==> config.mk <==
export PLATFORM = sky130hd
export DESIGN_NAME = sspi_ctrl
export DESIGN_NICKNAME = d
export VERILOG_FILES = /design/src/sv/sspi_pkg.sv /design/src/sv/sspi_ctrl.sv
export VERILOG_INCLUDE_DIRS = /design/src /design/src/sv
export SDC_FILE = /design/constraint.sdc
export NUM_CORES = 1
export LEC_CHECK = 0
export BUFFER_PORTS_ARGS = -buffer_cell sky130_fd_sc_hd__buf_2
export CAP_MARGIN = 20
export CORE_AREA = 4 4 41 43
export CTS_BUF_LIST = sky130_fd_sc_hd__clkbuf_8
export CTS_CLUSTER_DIAMETER = 100
export CTS_CLUSTER_SIZE = 14
export DETAILED_ROUTE_END_ITERATION = 8
export DIE_AREA = 0 0 45 47
export PLACE_DENSITY = 0.76
export SYNTH_ARGS = -nofsm -noshare
export SYNTH_HDL_FRONTEND = slang
export SYNTH_SLANG_ARGS = --single-unit
==> constraint.sdc <==
create_clock -name clock -period 3 [get_ports clock]
set_input_delay 0.15 -clock clock [delete_from_list [all_inputs] [get_ports clock]]
set_output_delay 0.15 -clock clock [all_outputs]
set_load 0.1 [all_outputs]
==> src/sv/sound_speed_profile_interpolator_assert.svh <==
// Assertion macros for the interpolator RTL; used by the controller.
// No dependencies; taken in by `include where a module asserts.
`ifndef SOUND_SPEED_PROFILE_INTERPOLATOR_ASSERT_SVH
`define SOUND_SPEED_PROFILE_INTERPOLATOR_ASSERT_SVH

// Consequent must hold in the same cycle as the antecedent.
`define SSPI_ASSERT_NOW(lbl, clk, rst, ante, cons) \
   lbl: assert property (@(posedge clk) disable iff (rst) (ante) |-> (cons)) \
      else $error("sspi assertion failed");

// Consequent must hold in the cycle after the antecedent.
`define SSPI_ASSERT_NEXT(lbl, clk, rst, ante, cons) \
   lbl: assert property (@(posedge clk) disable iff (rst) (ante) |=> (cons)) \
      else $error("sspi assertion failed");

`endif

==> src/sv/sspi_pkg.sv <==
// Types and constants of the sound speed profile interpolator.
// No dependencies; imported by every module of the block.
`timescale 1ns / 1ps
package sspi_pkg;

   localparam int DEPTH_W     = 21;
   localparam int SPEED_W     = 21;
   localparam int WEIGHT_W    = 21;
   localparam int WCNT_W      = 3;
   localparam int COEF_W      = 16;
   localparam int NUM_COEFS   = 4;
   localparam int ACC_W       = 32;
   localparam int PROD_W      = WEIGHT_W + COEF_W;
   localparam int NUM_W       = 54;
   localparam int DIV_CNT_W   = 6;
   localparam int RES_W       = 23;
   localparam int SPEED_LIMIT = 4000000;
   localparam int SCNT_W      = 7;
   localparam int CCNT_W      = 3;
   localparam int ADDR_W      = 5;
   localparam int DATA_W      = 32;

   localparam logic [2:0] CSR_SAMPLE_COUNT = 3'd0;
   localparam logic [2:0] CSR_COEF_COUNT   = 3'd1;
   localparam logic [2:0] CSR_COEF_ZERO    = 3'd2;
   localparam logic [2:0] CSR_COEF_ONE     = 3'd3;
   localparam logic [2:0] CSR_COEF_TWO     = 3'd4;
   localparam logic [2:0] CSR_COEF_THREE   = 3'd5;

   localparam logic [1:0] MODE_SAMPLE = 2'd0;
   localparam logic [1:0] MODE_WEIGHT = 2'd1;
   localparam logic [1:0] MODE_QUERY  = 2'd2;

   typedef enum logic [3:0] {
      S_IDLE, S_SCAN_RD, S_SCAN_CMP, S_COR_RD, S_COR_BASE, S_W_RD, S_W_MUL,
      S_W_ACC, S_COR_END, S_PREP, S_IMUL, S_DIV_GO, S_DIV_WAIT, S_MISS, S_DONE
   } state_type;

   typedef struct packed {
      logic [SCNT_W-1:0]                    sample_count;
      logic [CCNT_W-1:0]                    coef_count;
      logic [NUM_COEFS-1:0][COEF_W-1:0]     coef;
   } cfg_type;

   typedef struct packed {
      logic wr_sample;
      logic wr_weight;
      logic load_query;
      logic depth_rd;
      logic scan_step;
      logic hit_load;
      logic end_rd;
      logic base_load;
      logic w_rd;
      logic w_mul;
      logic w_acc;
      logic end_done;
      logic prep;
      logic imul;
      logic div_start;
      logic res_up;
      logic res_div;
      logic res_miss;
      logic rsp_load;
   } cmd_type;

   typedef struct packed {
      logic idx_zero;
      logic hit;
      logic last;
      logic n_lt2;
      logic nlim_zero;
      logic j_last;
      logic end_sel;
      logic depth_eq;
      logic div_done;
   } status_type;

endpackage

==> src/sv/sspi_ctrl.sv <==
// Controller state machine: sequences writes, table scan, corrections,
// interpolation and the result handshake. Depends on sspi_pkg and the assert header.
`timescale 1ns / 1ps
`include "sound_speed_profile_interpolator_assert.svh"
module sspi_ctrl import sspi_pkg::*; (
   input  logic       clock,
   input  logic       reset,
   input  logic       req_valid,
   output logic       req_ready,
   input  logic [1:0] req_mode,
   output logic       rsp_valid,
   input  logic       rsp_ready,
   input  status_type status,
   output cmd_type    cmd
);
   state_type state_ff, state_in;
   logic      rsp_valid_ff, rsp_valid_in;

   always_ff @(posedge clock) begin
      if (reset) begin
         state_ff     <= S_IDLE;
         rsp_valid_ff <= 1'b0;
      end else begin
         state_ff     <= state_in;
         rsp_valid_ff <= rsp_valid_in;
      end
   end

   always_comb begin
      state_in  = state_ff;
      cmd       = '0;
      req_ready = 1'b0;
      unique case (state_ff)
         S_IDLE: begin
            req_ready = 1'b1;
            if (req_valid) begin
               unique case (req_mode)
                  MODE_SAMPLE: cmd.wr_sample = 1'b1;
                  MODE_WEIGHT: cmd.wr_weight = 1'b1;
                  MODE_QUERY: begin
                     cmd.load_query = 1'b1;
                     state_in = status.n_lt2 ? S_MISS : S_SCAN_RD;
                  end
                  default: ;
               endcase
            end
         end
         S_SCAN_RD: begin
            cmd.depth_rd = 1'b1;
            state_in = S_SCAN_CMP;
         end
         S_SCAN_CMP: begin
            priority if (status.idx_zero) begin
               cmd.scan_step = 1'b1;
               state_in = S_SCAN_RD;
            end else if (status.hit) begin
               cmd.hit_load = 1'b1;
               state_in = S_COR_RD;
            end else if (status.last) begin
               state_in = S_MISS;
            end else begin
               cmd.scan_step = 1'b1;
               state_in = S_SCAN_RD;
            end
         end
         S_COR_RD: begin
            cmd.end_rd = 1'b1;
            state_in = S_COR_BASE;
         end
         S_COR_BASE: begin
            cmd.base_load = 1'b1;
            state_in = status.nlim_zero ? S_COR_END : S_W_RD;
         end
         S_W_RD: begin
            cmd.w_rd = 1'b1;
            state_in = S_W_MUL;
         end
         S_W_MUL: begin
            cmd.w_mul = 1'b1;
            state_in = S_W_ACC;
         end
         S_W_ACC: begin
            cmd.w_acc = 1'b1;
            state_in = status.j_last ? S_COR_END : S_W_RD;
         end
         S_COR_END: begin
            cmd.end_done = 1'b1;
            state_in = status.end_sel ? S_PREP : S_COR_RD;
         end
         S_PREP: begin
            cmd.prep = 1'b1;
            if (status.depth_eq) begin
               cmd.res_up = 1'b1;
               state_in = S_DONE;
            end else begin
               state_in = S_IMUL;
            end
         end
         S_IMUL: begin
            cmd.imul = 1'b1;
            state_in = S_DIV_GO;
         end
         S_DIV_GO: begin
            cmd.div_start = 1'b1;
            state_in = S_DIV_WAIT;
         end
         S_DIV_WAIT: begin
            if (status.div_done) begin
               cmd.res_div = 1'b1;
               state_in = S_DONE;
            end
         end
         S_MISS: begin
            cmd.res_miss = 1'b1;
            state_in = S_DONE;
         end
         S_DONE: begin
            // hold until the output register is free
            if (!rsp_valid_ff || rsp_ready) begin
               cmd.rsp_load = 1'b1;
               state_in = S_IDLE;
            end
         end
         default: state_in = S_IDLE;
      endcase
      rsp_valid_in = cmd.rsp_load ? 1'b1 : (rsp_ready ? 1'b0 : rsp_valid_ff);
   end

   assign rsp_valid = rsp_valid_ff;

   `SSPI_ASSERT_NOW(a_rsp_slot_free, clock, reset, cmd.rsp_load, !rsp_valid_ff || rsp_ready)
   `SSPI_ASSERT_NEXT(a_div_wait, clock, reset, cmd.div_start, state_ff == S_DIV_WAIT)
   `SSPI_ASSERT_NEXT(a_query_leaves_idle, clock, reset, cmd.load_query,
                     state_ff == S_SCAN_RD || state_ff == S_MISS)
   `SSPI_ASSERT_NOW(a_one_result_src, clock, reset, cmd.res_div || cmd.res_up,
                    !cmd.res_miss)
endmodule

==> run metrics <==
Final Skew=0.00213 ns; crit path DAT=2.07 ns; Hold WS=about 0.18 ns; hold_buf cts=0; share of layout cells above drive strength 1=47.8%; vias in the first global route=632; final hold viol count=0; sequential fraction of the synthesis area=17.8%; P_sw=roughly 550 uW; Tmin final=2.22 ns; Post-synth ARST share=0%; P&R area growth vs syn=42.7%; first-pass GRT wire length=around 2700 um; total number of yosys warnings=0; DR iter-0 viols=15; Internal Power=316 uW; Critical Path RT=2.85 ns; GPL Wtd Cong=~0.84; final std cells w/o fill=128; clk root buf=clkbuf_8; wire per inst=12.9 um; Worst-path clk slew=~0.040 ns; Tightest Pin Transition=about 0.56 ns; crit end category=primary output; Post-Syn Area=563 um^2; maximum root-to-sink buffer count=2; CORE AREA=~1300 um^2; Post-Place Cells=124; Final setup viols=0; DR vias/cell=around 5.5; RSZ-0062 raised after global routing=false; initial antenna violation count=0; Hold Path Class=input port to flip-flop; Die X=around 45 um; PwrDens=between 1000 and 1500 nW/um^2; synth cell count leaders=nor2_1, nand2_1, nor3_1; Initial Util=a little over two fifths; number of synthesized flops with an enable pin=0; postcts setup bufs=0; total grt overflow=0; outcome=finished, final reports clean; Setup TNS=0 ns; Die ar.=roughly 2100 um^2; syn_nets=94; largest net degree at the start of global routing=17; Post-Synthesis Cells=79; Max-slew headroom=62.6%; number of inserted diodes=0; Sequential Power Share=17.6%; ys flop type=dfxtp_1; total number of vias=699; PnR Total Power=867 uW; Final ANT Viol Nets=0; placed wire-length estimate=1300 um; CTS tree=done; Worst-Skew Late Latency=0.22 ns; CTS sink cnt=5; Seq cells post-synth=5; switching share of power=63.5%; Crit Path Category=flip-flop to primary output; synth unique cells=35; Achievable Freq=0.451 GHz; max cap viols=0; die height=between 40 and 50 um; Area contributors post-synth=dfxtp_1, nor2_1, nor3_1, nand2_1, nor4b_1; H-tree depth=1; Leakage Power=0.377 nW; CP max FO=16; GR Util All Layers=17.5%; cell row count=13; Final Slew Violations=0; TritonCTS Buffers=3; Gate power share=68.6%; clock network power share=a little over an eighth; fill count=about 130; Period Utilization, post-route=73.8%; PortBufs=35; Final nets=129; top cell type's share of synthesized area=between 15 and 20%; Routed WL=1650 um; DRC errors left=0; IO Pins=36; count leader, synth=nor2_1; largest area contributor in the netlist=dfxtp_1; startpoint types=flip-flop; synthesized area per cell=7.13 um^2; worst ir drop on vdd=0.689 mV; post-CTS sizing=0; First-pass DRT Iterations=4
cells in the final DEF, fill, tap and decap left out, types with 3 or more instances in the layout:
master / count
a211oi_1: 3
a21oi_1: 4
buf_2: 35
clkbuf_8: 3
dfxtp_1: 5
nand2_1: 7
nor2_1: 10
nor2b_1: 3
nor3_1: 4
metrics by stage:
| stage | setup slack (ns) | util [%] | cell area (um^2) |
|---|---|---|---|
| floorplan | 0.0843 | - | 594 |
| global placement | 1.05 | 58.3 | 758 |
| detailed placement | 1.01 | 58.3 | 758 |
| CTS | 0.769 | 61.7 | 803 |
| global route | 0.644 | 61.7 | 803 |
| finish | 0.785 | 61.7 | 803 |
area by class of cell:
cell class / count / area [um^2] / share of cell area, %
Inverter: 2 / 7.51 / 0.935
Tap cell: 15 / 18.8 / 2.34
Clock buffer: 3 / 41.3 / 5.14
Timing Repair Buffer: 35 / 175 / 21.8
Clock inverter: 1 / 3.75 / 0.467
Sequential cell: 5 / 100 / 12.5
Multi-Input combinational cell: 67 / 457 / 56.9
flip-flops by register name, summed over array words and instances (netlist names):
register and count:
rsp_valid 1, state_ff 4
power by group through the flow:
| stage | combinational (mW) | clock (mW) | sequential (mW) |
|---|---|---|---|
| global route | 0.636 | 0.130 | 0.160 |
| detailed placement | 0.595 | 0 | 0.154 |
| global placement | 0.594 | 0 | 0.151 |
| floorplan | 0.565 | 0 | 0.101 |
| CTS | 0.597 | 0.123 | 0.152 |
| finish | 0.595 | 0.119 | 0.153 |
layer usage:
layer / track usage (%) / vias up / routed length (um)
met4: 3.51 / 0 / 0
met2: 29.4 / 24 / 811
met1: 22.3 / 311 / 698
li1: - / 364 / -
met5: 0 / - / 0
met3: 4.98 / 0 / 137
logic make-up after synthesis:
| group | Yosys count | synth area share (%) |
|---|---|---|
| AOI/OAI and AO/OA | 18 | 25.6 |
| buffers and inverters | 7 | 6.66 |
| and+or+nand+nor | 49 | 50.0 |
| DFF | 5 | 17.8 |
worst max-delay path, cell delays in order, from the launching register on:
cell,delay (ns)
dfxtp_1,0.66
nand2_1,0.27
or2_2,0.37
nor2b_1,0.12
buf_2,0.43
path summary, 6_finish.rpt:
path	slack (ns)	end	startpoint	cells after the start
worst max register to register	1.11	state_ff[3]$_SDFFE_PP0P_	state_ff[0]$_SDFFE_PP0P_	5
worst min register to register	0.53	rsp_valid$_SDFFE_PP0P_	rsp_valid$_SDFFE_PP0P_	2
worst min-delay path	0.18	rsp_valid$_SDFFE_PP0P_	reset	2
worst max-delay path	0.78	cmd[0]	state_ff[2]$_SDFFE_PP0P_	4
(Power assumes the default switching activity.)
